### src/sv/mouse_packet_pointer_tracker_macros.svh
// Assertion macros used by the pointer tracker top level.
`ifndef MOUSE_PACKET_POINTER_TRACKER_MACROS_SVH
`define MOUSE_PACKET_POINTER_TRACKER_MACROS_SVH

// Same-cycle implication, checked outside reset.
`define MPT_ASSERT_SAME(label, ante, cons) \
  label: assert property (@(posedge clk) disable iff (rst) (ante) |-> (cons)) \
    else $error("mouse tracker assertion failed");

// Next-cycle implication, checked outside reset.
`define MPT_ASSERT_NEXT(label, ante, cons) \
  label: assert property (@(posedge clk) disable iff (rst) (ante) |=> (cons)) \
    else $error("mouse tracker assertion failed");

`endif

### src/sv/mpt_pkg.sv
// Types, constants and codes shared by the mouse pointer tracker.
package mpt_pkg;

  localparam int COORD_BITS = 13;
  localparam int CFG_W      = 14;
  localparam int CMP_W      = (CFG_W > COORD_BITS) ? CFG_W : COORD_BITS;
  localparam int COORD_MAX  = (1 << COORD_BITS) - 1;

  localparam logic [CFG_W-1:0] WIDTH_RESET  = CFG_W'(1024);
  localparam logic [CFG_W-1:0] HEIGHT_RESET = CFG_W'(768);

  // Register indexes on the configuration port.
  localparam logic REG_SCREEN_WIDTH  = 1'b0;
  localparam logic REG_SCREEN_HEIGHT = 1'b1;

  // Item kinds.
  localparam logic KIND_BYTE     = 1'b0;
  localparam logic KIND_RECENTER = 1'b1;

  // Packet byte codes as reported on next_phase.
  localparam logic [1:0] PHASE_CODE_STATUS = 2'd0;
  localparam logic [1:0] PHASE_CODE_X      = 2'd1;
  localparam logic [1:0] PHASE_CODE_Y      = 2'd2;

  typedef enum logic [2:0] {
    PH_STATUS = 3'b001,
    PH_X      = 3'b010,
    PH_Y      = 3'b100
  } phase_t;

  typedef logic [COORD_BITS-1:0] coord_t;

  typedef struct packed {
    logic       kind;
    logic       from_mouse_port;
    logic [7:0] data_byte;
  } in_item_t;

  typedef struct packed {
    logic [12:0] pointer_x;
    logic [12:0] pointer_y;
    logic [2:0]  buttons;
    logic [1:0]  next_phase;
    logic        byte_rejected;
  } out_item_t;

  // Per-axis limits and recenter points derived from the screen size.
  typedef struct packed {
    coord_t lim_x;
    coord_t lim_y;
    coord_t ctr_x;
    coord_t ctr_y;
  } limits_t;

  typedef struct packed {
    phase_t     phase;
    logic [7:0] status_byte;
    coord_t     pos_x;
    coord_t     pos_y;
  } track_state_t;

endpackage

### src/sv/mpt_cfg_regs.sv
// Screen size registers, kept as precomputed clamp limits and center points.
module mpt_cfg_regs (
  input  logic                        clk,
  input  logic                        rst,
  input  logic                        cfg_we,
  input  logic                        cfg_index,
  input  logic [mpt_pkg::CFG_W-1:0]   cfg_data,
  output mpt_pkg::limits_t            limits
);
  import mpt_pkg::*;

  logic [CFG_W-1:0] size_m1;
  logic [CFG_W-1:0] size_half;
  coord_t           lim_new;
  coord_t           ctr_new;
  limits_t          limits_next;

  // A size of zero behaves as one; both values saturate at the coordinate range.
  always_comb begin
    size_m1   = (cfg_data == '0) ? '0 : cfg_data - CFG_W'(1);
    size_half = cfg_data >> 1;
    if (CMP_W'(size_m1) > CMP_W'(COORD_MAX)) begin
      lim_new = coord_t'(COORD_MAX);
    end else begin
      lim_new = coord_t'(size_m1);
    end
    if (CMP_W'(size_half) > CMP_W'(COORD_MAX)) begin
      ctr_new = coord_t'(COORD_MAX);
    end else begin
      ctr_new = coord_t'(size_half);
    end
  end

  always_comb begin
    limits_next = limits;
    if (cfg_we) begin
      unique case (cfg_index)
        REG_SCREEN_WIDTH: begin
          limits_next.lim_x = lim_new;
          limits_next.ctr_x = ctr_new;
        end
        REG_SCREEN_HEIGHT: begin
          limits_next.lim_y = lim_new;
          limits_next.ctr_y = ctr_new;
        end
        default: begin
          limits_next = limits;
        end
      endcase
    end
  end

  always_ff @(posedge clk) begin
    if (rst) begin
      limits.lim_x <= coord_t'(WIDTH_RESET - CFG_W'(1));
      limits.ctr_x <= coord_t'(WIDTH_RESET >> 1);
      limits.lim_y <= coord_t'(HEIGHT_RESET - CFG_W'(1));
      limits.ctr_y <= coord_t'(HEIGHT_RESET >> 1);
    end else begin
      limits <= limits_next;
    end
  end

endmodule

### src/sv/mpt_decoder.sv
// Packet byte decoder: next tracker state and result item for one input item.
module mpt_decoder (
  input  mpt_pkg::in_item_t     item,
  input  mpt_pkg::track_state_t cur,
  input  mpt_pkg::limits_t      limits,
  output mpt_pkg::track_state_t nxt,
  output mpt_pkg::out_item_t    result
);
  import mpt_pkg::*;

  localparam int NP_W = COORD_BITS + 2;

  logic               rejected;
  logic signed [9:0]  dx;
  logic signed [9:0]  dy;
  logic [1:0]         phase_code;

  function automatic coord_t move_clamped(input coord_t pos, input logic [9:0] delta,
                                          input coord_t lim);
    logic [NP_W-1:0] np;
    np = {2'b00, pos} + {{(NP_W-10){delta[9]}}, delta};
    if (np[NP_W-1]) begin
      return '0;
    end else if (np[NP_W-2:0] > {1'b0, lim}) begin
      return lim;
    end else begin
      return np[COORD_BITS-1:0];
    end
  endfunction

  // Status bits 4 and 5 are the ninth bits of the X and Y movements.
  // Y is negated so that a positive movement moves the pointer up the screen.
  assign dx = {cur.status_byte[4], cur.status_byte[4], item.data_byte};
  assign dy = -$signed({cur.status_byte[5], cur.status_byte[5], item.data_byte});

  always_comb begin
    nxt      = cur;
    rejected = 1'b0;
    if (item.kind == KIND_RECENTER) begin
      nxt.pos_x = limits.ctr_x;
      nxt.pos_y = limits.ctr_y;
      nxt.phase = PH_STATUS;
    end else if (item.from_mouse_port) begin
      unique case (cur.phase)
        PH_X: begin
          nxt.pos_x = move_clamped(cur.pos_x, dx, limits.lim_x);
          nxt.phase = PH_Y;
        end
        PH_Y: begin
          nxt.pos_y = move_clamped(cur.pos_y, dy, limits.lim_y);
          nxt.phase = PH_STATUS;
        end
        default: begin
          // A status byte needs its always-one bit and no overflow bits.
          if (!item.data_byte[3] || (item.data_byte[7:6] != 2'b00)) begin
            rejected  = 1'b1;
            nxt.phase = PH_STATUS;
          end else begin
            nxt.status_byte = item.data_byte;
            nxt.phase       = PH_X;
          end
        end
      endcase
    end
  end

  always_comb begin
    unique case (nxt.phase)
      PH_X:    phase_code = PHASE_CODE_X;
      PH_Y:    phase_code = PHASE_CODE_Y;
      default: phase_code = PHASE_CODE_STATUS;
    endcase
  end

  always_comb begin
    result.pointer_x     = 13'(nxt.pos_x);
    result.pointer_y     = 13'(nxt.pos_y);
    result.buttons       = nxt.status_byte[2:0];
    result.next_phase    = phase_code;
    result.byte_rejected = rejected;
  end

endmodule

### src/sv/mouse_packet_pointer_tracker.sv
// Top level of the mouse packet pointer tracker: input register, state and result register.
// Takes mouse packet bytes one item per transfer and returns one result per item.
// An item is held in the input register and is then decoded into the result
// register, so a new item is taken every cycle while the result side keeps up;
// the only loop is the tracker state, which is updated in the same edge that
// captures the result. Screen size writes take effect on the next cycle and
// must be made while no item is in flight.
`include "mouse_packet_pointer_tracker_macros.svh"

module mouse_packet_pointer_tracker (
  input  logic                      clk,
  input  logic                      rst,
  input  logic                      in_valid,
  output logic                      in_ready,
  input  mpt_pkg::in_item_t         in_item,
  output logic                      out_valid,
  input  logic                      out_ready,
  output mpt_pkg::out_item_t        out_item,
  input  logic                      cfg_we,
  input  logic                      cfg_index,
  input  logic [mpt_pkg::CFG_W-1:0] cfg_data
);
  import mpt_pkg::*;

  limits_t      limits;
  logic         s1_valid;
  in_item_t     s1_item;
  logic         s1_adv;
  track_state_t state;
  track_state_t state_next;
  out_item_t    result;

  mpt_cfg_regs u_cfg (
    .clk      (clk),
    .rst      (rst),
    .cfg_we   (cfg_we),
    .cfg_index(cfg_index),
    .cfg_data (cfg_data),
    .limits   (limits)
  );

  mpt_decoder u_dec (
    .item  (s1_item),
    .cur   (state),
    .limits(limits),
    .nxt   (state_next),
    .result(result)
  );

  // The held item moves on whenever the result register is empty or being drained.
  assign s1_adv   = s1_valid && (!out_valid || out_ready);
  assign in_ready = !s1_valid || s1_adv;

  always_ff @(posedge clk) begin
    if (rst) begin
      s1_valid <= 1'b0;
    end else if (in_valid && in_ready) begin
      s1_valid <= 1'b1;
    end else if (s1_adv) begin
      s1_valid <= 1'b0;
    end
  end

  always_ff @(posedge clk) begin
    if (in_valid && in_ready) begin
      s1_item <= in_item;
    end
  end

  always_ff @(posedge clk) begin
    if (rst) begin
      state.phase       <= PH_STATUS;
      state.status_byte <= '0;
      state.pos_x       <= '0;
      state.pos_y       <= '0;
    end else if (s1_adv) begin
      state <= state_next;
    end
  end

  always_ff @(posedge clk) begin
    if (rst) begin
      out_valid <= 1'b0;
    end else if (s1_adv) begin
      out_valid <= 1'b1;
    end else if (out_ready) begin
      out_valid <= 1'b0;
    end
  end

  always_ff @(posedge clk) begin
    if (s1_adv) begin
      out_item <= result;
    end
  end

  `MPT_ASSERT_SAME(a_stall_only_on_full, !in_ready, s1_valid && out_valid && !out_ready)
  `MPT_ASSERT_NEXT(a_adv_fills_output, s1_adv, out_valid)
  `MPT_ASSERT_SAME(a_reject_restarts_packet, out_valid && out_item.byte_rejected,
                   out_item.next_phase == PHASE_CODE_STATUS)
  `MPT_ASSERT_SAME(a_phase_code_valid, out_valid, out_item.next_phase != 2'd3)

endmodule
### config.mk
export PLATFORM = sky130hd
export DESIGN_NAME = mouse_packet_pointer_tracker
export DESIGN_NICKNAME = d
export VERILOG_FILES = /design/src/sv/mpt_pkg.sv /design/src/sv/mpt_cfg_regs.sv /design/src/sv/mpt_decoder.sv /design/src/sv/mouse_packet_pointer_tracker.sv
export VERILOG_INCLUDE_DIRS = /design/src /design/src/sv
export SDC_FILE = /design/constraint.sdc
export NUM_CORES = 1
export LEC_CHECK = 0
export BUFFER_PORTS_ARGS = -buffer_cell sky130_fd_sc_hd__buf_4
export CAP_MARGIN = 40
export CORE_UTILIZATION = 53
export CTS_CLUSTER_SIZE = 24
export DETAILED_ROUTE_END_ITERATION = 8
export PLACE_DENSITY = 0.73
export RECOVER_POWER = 25
export SLEW_MARGIN = 10
export SYNTH_ARGS = -nofsm -noshare
export SYNTH_HDL_FRONTEND = slang
export SYNTH_SLANG_ARGS = --single-unit
### constraint.sdc
create_clock -name clk -period 4.05 [get_ports clk]
set_clock_uncertainty 0.15 [all_clocks]
set_input_delay 0 -clock clk [delete_from_list [all_inputs] [get_ports clk]]
set_output_delay 0 -clock clk [all_outputs]
set_load 0.05 [all_outputs]
* Yosys cells after proc, flatten, opt, wreduce, memory -nomap -nowiden
Index checks and enable logic that the tools add are counted.
Widths: inputs -> output; s select.
** Storage, ports and cells
- Flip-flop bits (word level) :: 133
- Latch bits :: 0
- Memory bits (writable) :: 0
- Memory bits (read-only) :: 0
- Bits of input ports :: 30
- Output and inout port bits :: 34
- Logic and storage cells :: 76
- Memories kept :: 0
** Operators by class
- Add/subtract/negate cells :: 4
- $mul :: 0
- Divide/modulo/power cells :: 0
- Magnitude comparators :: 4
- Equality and inequality tests :: 4
- Shift-type cells :: 0
- Multiplexer cells :: 23
- Bitwise logic cells :: 5
- Reductions and logical operators :: 17
** Operator list (number)
- $mux 13 :: 8
- $mux 37 :: 1
- $gt 14x13->1 :: 2
- $mux 26 :: 1
- $mux 8 :: 2
- $add 14x10->15 :: 1
- $add 14x9->15 :: 1
- $gt 14x13->1 const B :: 1
- $logic_not 14->1 :: 1
- $mux 14 :: 1
- $sub 14x1->14 const B :: 1
- $gt 13x13->1 const B :: 1
- $neg 9->10 :: 1
- $eq 3x2->1 const B :: 2
- $eq 3x3->1 const B :: 2
- $mux 3 :: 2
- $pmux 3 s2 :: 1
- $reduce_bool 2->1 :: 3
- $mux 1 :: 5
- $not 1->1 :: 5
- $reduce_and 5->1 :: 1
- $pmux 2 s2 :: 1
- $reduce_and 2->1 :: 2
- $reduce_or 4->1 :: 1
- other kinds (5) :: 10

* Longest topological paths before layout
- Depth in word-level cells :: 10
- Gate-level depth with buffers :: 20

* Modules after synthesis
Synthesis repeated with hierarchy kept, for this count alone.
** Unflattened totals
- Cells, all modules :: 945
- Area total of the unflattened synthesis :: 8459.4 um2
** Modules (own cells, without submodules)
- mpt_decoder :: times used 1, cells an instance 441, area each 3085.5 um2
- mouse_packet_pointer_tracker :: times used 1, cells an instance 212, area each 3012.9 um2
- mpt_cfg_regs :: times used 1, cells an instance 292, area each 2361.0 um2

* Worst setup path after synthesis
Ideal clock, no wire load.
- Path type :: register to register
- Start point :: register s1_item[0] (netlist bit)
- End point :: register out_item[31] (netlist bit) (data pin)
- Setup time :: 268 ps
- Data arrival time :: 3463 ps
- Required time :: 3632 ps
- Path slack :: 169 ps
- Stages on the path, launching flop included :: 19
- Path buffers :: 1
- Clock period less this slack :: 3881 ps
- Cell sequence :: edfxtp_1 -> ha_1 -> inv_1 -> fa_1 -> nor2b_1 -> o31a_1 -> o31ai_1 -> a21oi_1 -> mux2_2 -> o2111ai_1 -> ha_1 -> nand3_1 -> nor2_1 -> o31ai_1 -> a32oi_1 -> a41oi_1 -> clkbuf_1 -> mux2i_1 -> o22ai_1
** RTL lines
- from (decl) :: line mouse_packet_pointer_tracker.sv:27 : in_item_t s1_item;
- from (signal assigned) :: line mouse_packet_pointer_tracker.sv:66 : s1_item <= in_item;
- to (signal assigned) :: line mouse_packet_pointer_tracker.sv:93 : out_item <= result;
- to (decl) :: line mouse_packet_pointer_tracker.sv:18 : output mpt_pkg::out_item_t out_item,

==> flow_results.org <==
** Status
- Result of the run :: complete, but fails checks
- The checks that failed: design-rule violations, negative setup slack.

** Die
- Die footprint :: 15630 µm²
- Horiz. Die Dim :: 125.0 µm
- The floorplan has 44 rows.
- The total area inside the core boundary comes to 14640 µm².
- The initial utilization of the core area, before any placement, comes to 54.76%.
- The floorplan step set the die height to 125.0 µm.
- For this design the top-level I/O count stands at 64.

** Final layout
- Diodes inserted :: 0
- Area used by sequential logic in the layout :: 3023 µm²
- Synth-to-Final Area Change :: 31.97%
- Cells with a size suffix above 1 make up 22.31% of the layout.
- In the final layout, the multi-input gates occupy 5200 µm².
- FILL cells :: 1090
- In the final design database the tool counted 1141 nets.

** Logic synthesis
- After synthesis, the share of cell area in mux cells is 3.089%.
- Area share of the largest cell type after synthesis :: 21.97%
- Number of enable flip-flop cells after synthesis :: 42
- Top post-synthesis cells by count :: nor2_1, nand2_1, dfxtp_1, a21oi_1, ha_1
- Mapped Cells :: 921
- After synthesis, flip-flops and latches occupy 37.70% of the total area.
- For this run, the number of Yosys warnings is 0.
- Summing the areas of all xor and xnor instances in the mapped netlist gives 3.058% of the synthesized area.
- The synthesized netlist devotes 25.14% of its cell area to compound gates.
- Post-synthesis average cell area :: 8.707 µm²
- Of the total synthesized cell area, the portion taken by full adders, half adders and majority gates is 9.081%.
- Post-synthesis share of cell area spent on and, or, nand and nor gates :: 16.96%
- The biggest area contributor in the post-synthesis netlist is dfxtp_1.
- After synthesis, the largest family of logic cells by area is compound AO/OA/AOI/OAI gates.
- After synthesis, the cell types taking the most area are dfxtp_1, edfxtp_1, ha_1.
- The most used flip-flop cell after synthesis is dfxtp_1.
- Summing every instance area after synthesis gives 8019 µm².
- After synthesis, the share of flip-flops with an asynchronous set or reset is 0%.
- Total nets after synthesis :: 1008
- Top-count cell post-synth :: nor2_1
- Number of synthesized register bits :: 130
- Yosys cell types :: 67

** Critical path
- Data on the critical path arrives at its endpoint at 4120 ps.
- For the worst setup path, the data required time is 4040 ps.
- Class of the most critical setup path :: flip-flop to flip-flop
- Startpoint types :: flip-flop
- Type of element capturing the critical path :: flip-flop
- Critical path fanouts, max :: 7

** Global routing
- Global routing consumed, over all layers together, 30.95% of the routing resources.
- Largest net degree at the start of global routing :: 70
- Global routing consumed, on the met1 layer, 42.53% of the routing resources.
- Grt met2 use :: 47.65%
- Via count of the first global-routing pass :: 7104
- Most Crowded Layer GR :: met2
- Wire length of the first global-routing pass :: 37720 µm
- GR Overflow Total :: 0
- The number of antenna violations at the first check in global routing came to 0.
- Met3 layer usage reported by global route :: 7.702%

** Routing
- Post-DR vias/cell :: 6.285
- Total number of vias :: 7862
- After detailed routing, the average wire length per cell comes to 20.37 µm.
- Routed wire length :: 25480 µm
- For this run, design rule violations remaining after detail routing come to 12.
- The detailed router finished its first iteration with 738 violations.
- The count of nets left with antenna violations once routing finished came out at 0.
- The pre-antenna-repair detailed-routing pass consisted of 7 iterations.

** Timing
- The final-report max-slew violation count was 0.
- Min Clock Period, post-route :: 4126 ps
- # setup viols final :: 14
- Post-layout worst setup margin :: -75.92 ps
- At the pin with the least slew margin, the transition time is 909.8 ps.
- Fin crit share :: 101.9%
- Max-slew headroom at the worst pin :: 39.35%
- Max Clock Freq :: 242.4 MHz
- The final hold violation count was 0.
- RSZ-0062 raised after global routing :: yes

** Power
- Clock power share :: 43.9%
- Internal power contribution :: 2.689 mW
- Power comes to 3.749 mW.
- Summed over all nets, the switching power comes to 1.060 mW.
- For this design the static power due to leakage is 4.260 nW.
- Power per cell area :: 354.3 nW/µm²
- Combinational logic is responsible for 17.1% of the overall power.
- Portion of total power attributed to sequential cells :: 39.0%
- Switch share :: 28.28%
- IR analysis of the VDD net gives a maximum drop of 0.3247 mV.

** Hold path
- Min-delay worst type :: primary input to flip-flop

** Clocking
- CTS tree :: built
- For the worst-skew pair, the clock arrives at the later sink with an insertion delay of 430 ps.
- After clock tree synthesis, the clock-pin slew on the worst setup and hold paths is 60 ps.
- Clk root buf :: clkbuf_16
- Counting the buffers created by CTS gives 17.
- Sink count of the clock tree :: 130
- Buffers from clock root to sink, at most :: 2
- The H-tree was split into 4 levels.

** Placed design
- Final GP Congestion :: 0.9306
- The HPWL after detailed placement is 16360 µm.
- Port buffering added 63 buffers.
- Minimum setup slack after placement :: -143.6 ps

** Flow run
- Max-cap violations in this run came to 0.
==> cells in the final DEF, fill, tap and decap left out, types with 5 or more instances in the layout <==
cell type      count
nand3_1            5
o21a_4             6
nor2_1            90
o21ai_0           23
a21o_1            10
mux2i_1            8
inv_1             44
o32ai_1            6
nor2b_1           12
or2_2              6
dfxtp_1           88
xor2_1             7
edfxtp_1          42
a211o_1           19
clkbuf_1          31
clkbuf_16         21
a31oi_1            7
clkbuf_4           9
o21ai_1            9
a22oi_1           38
mux2i_4            9
buf_4             81
dlygate4sd3_1     37
a21oi_1           70
buf_6              7
nand2_1           88
nand4_1            9
o31ai_1            9
o22ai_2            9
o32ai_2            7
nand3b_1          10
a211oi_1          11
nor3_1            11
o21a_1            12
o31ai_2            7
xnor2_1           15
nand2b_1          10
o22ai_1           11
ha_1              50
==> logic make-up after synthesis <==
group | count (synthesis)
compound gates | 294
flops | 130
mux | 24
buf+inv | 103
simple gates | 285
fa+ha+maj | 57
xor+xnor | 28
==> path summary, 6_finish.rpt <==
| kind | cells after the start | slack, ps | start | endpoint |
|---|---|---|---|---|
| max | 15 | -80 | s1_item[3] | out_item[28] |
| max reg2reg | 15 | -80 | s1_item[3] | out_item[28] |
| min reg2reg | 2 | 310 | u_cfg.limits[51] | u_cfg.limits[51] |
| min | 2 | 160 | in_item[5] | s1_item[5] |
==> critical path, stage by stage (launching register included) <==
cell and delay (ps):
edfxtp_1 480, ha_1 390, o21ai_0 110, nor2_1 260, nand2b_4 230, nand4_1 150, a21oi_2 170, xor2_1 230
ha_1 300, a21o_1 190, a21oi_2 180, a32oi_2 120, a41oi_2 270, buf_6 220, mux2i_4 280, o22ai_2 110
==> final cells by class <==
class | count | area share [%]
Multi-Input combinational cell | 688 | 49.14
Sequential cell | 130 | 28.56
Timing Repair Buffer | 168 | 12.32
Clock buffer | 22 | 5.096
Tap cell | 184 | 2.175
Inverter | 49 | 1.738
Clock inverter | 10 | 0.9695
==> state kept, by name (all words and copies together) (netlist names) <==
signal,cells
s1_valid,1
out_valid,1
state,34
u_cfg.limits,52
out_item,32
s1_item,10
==> metrics by stage <==
stage	hold WS (ps)	std cells	area (µm²)	setup TNS, ps	utilization [%]
floorplan	-51.13	921	8019	0	-
global placement	29.01	1159	8852	0	60.45
detailed placement	29.47	1161	8895	-1071	60.74
CTS	135.0	1234	10060	0	68.73
global route	162.8	1251	10580	-6278	72.27
finish	163.2	1251	10580	-540.7	72.27
==> power groups by stage <==
stage,registers (mW),logic (mW),clock network [mW]
after CTS,1.46,0.562,1.65
after detailed placement,1.48,0.514,0
final,1.46,0.642,1.64
after global placement,1.48,0.506,0
after floorplan,1.51,0.307,0
after global routing,1.47,0.687,1.72
==> per-layer routing <==
| metal | part of all wire (%) | up-vias |
|---|---|---|
| met5 | 0 | - |
| met4 | 2.5 | 0 |
| met3 | 8.6 | 60 |
| met2 | 46 | 393 |
| met1 | 43 | 3751 |
| li1 | - | 3658 |
==> timing repair <==
item                                    in CTS  in global routing
pin swaps                                   10                 35
hold buffers                                37                  0
buffers inserted                             3                 17
gates resized for setup                     27                100
endpoints found under the setup margin      29                 52
cloned                                       1                  0
endpoints found under the hold margin       66                  0
(Power assumes the default switching activity.)
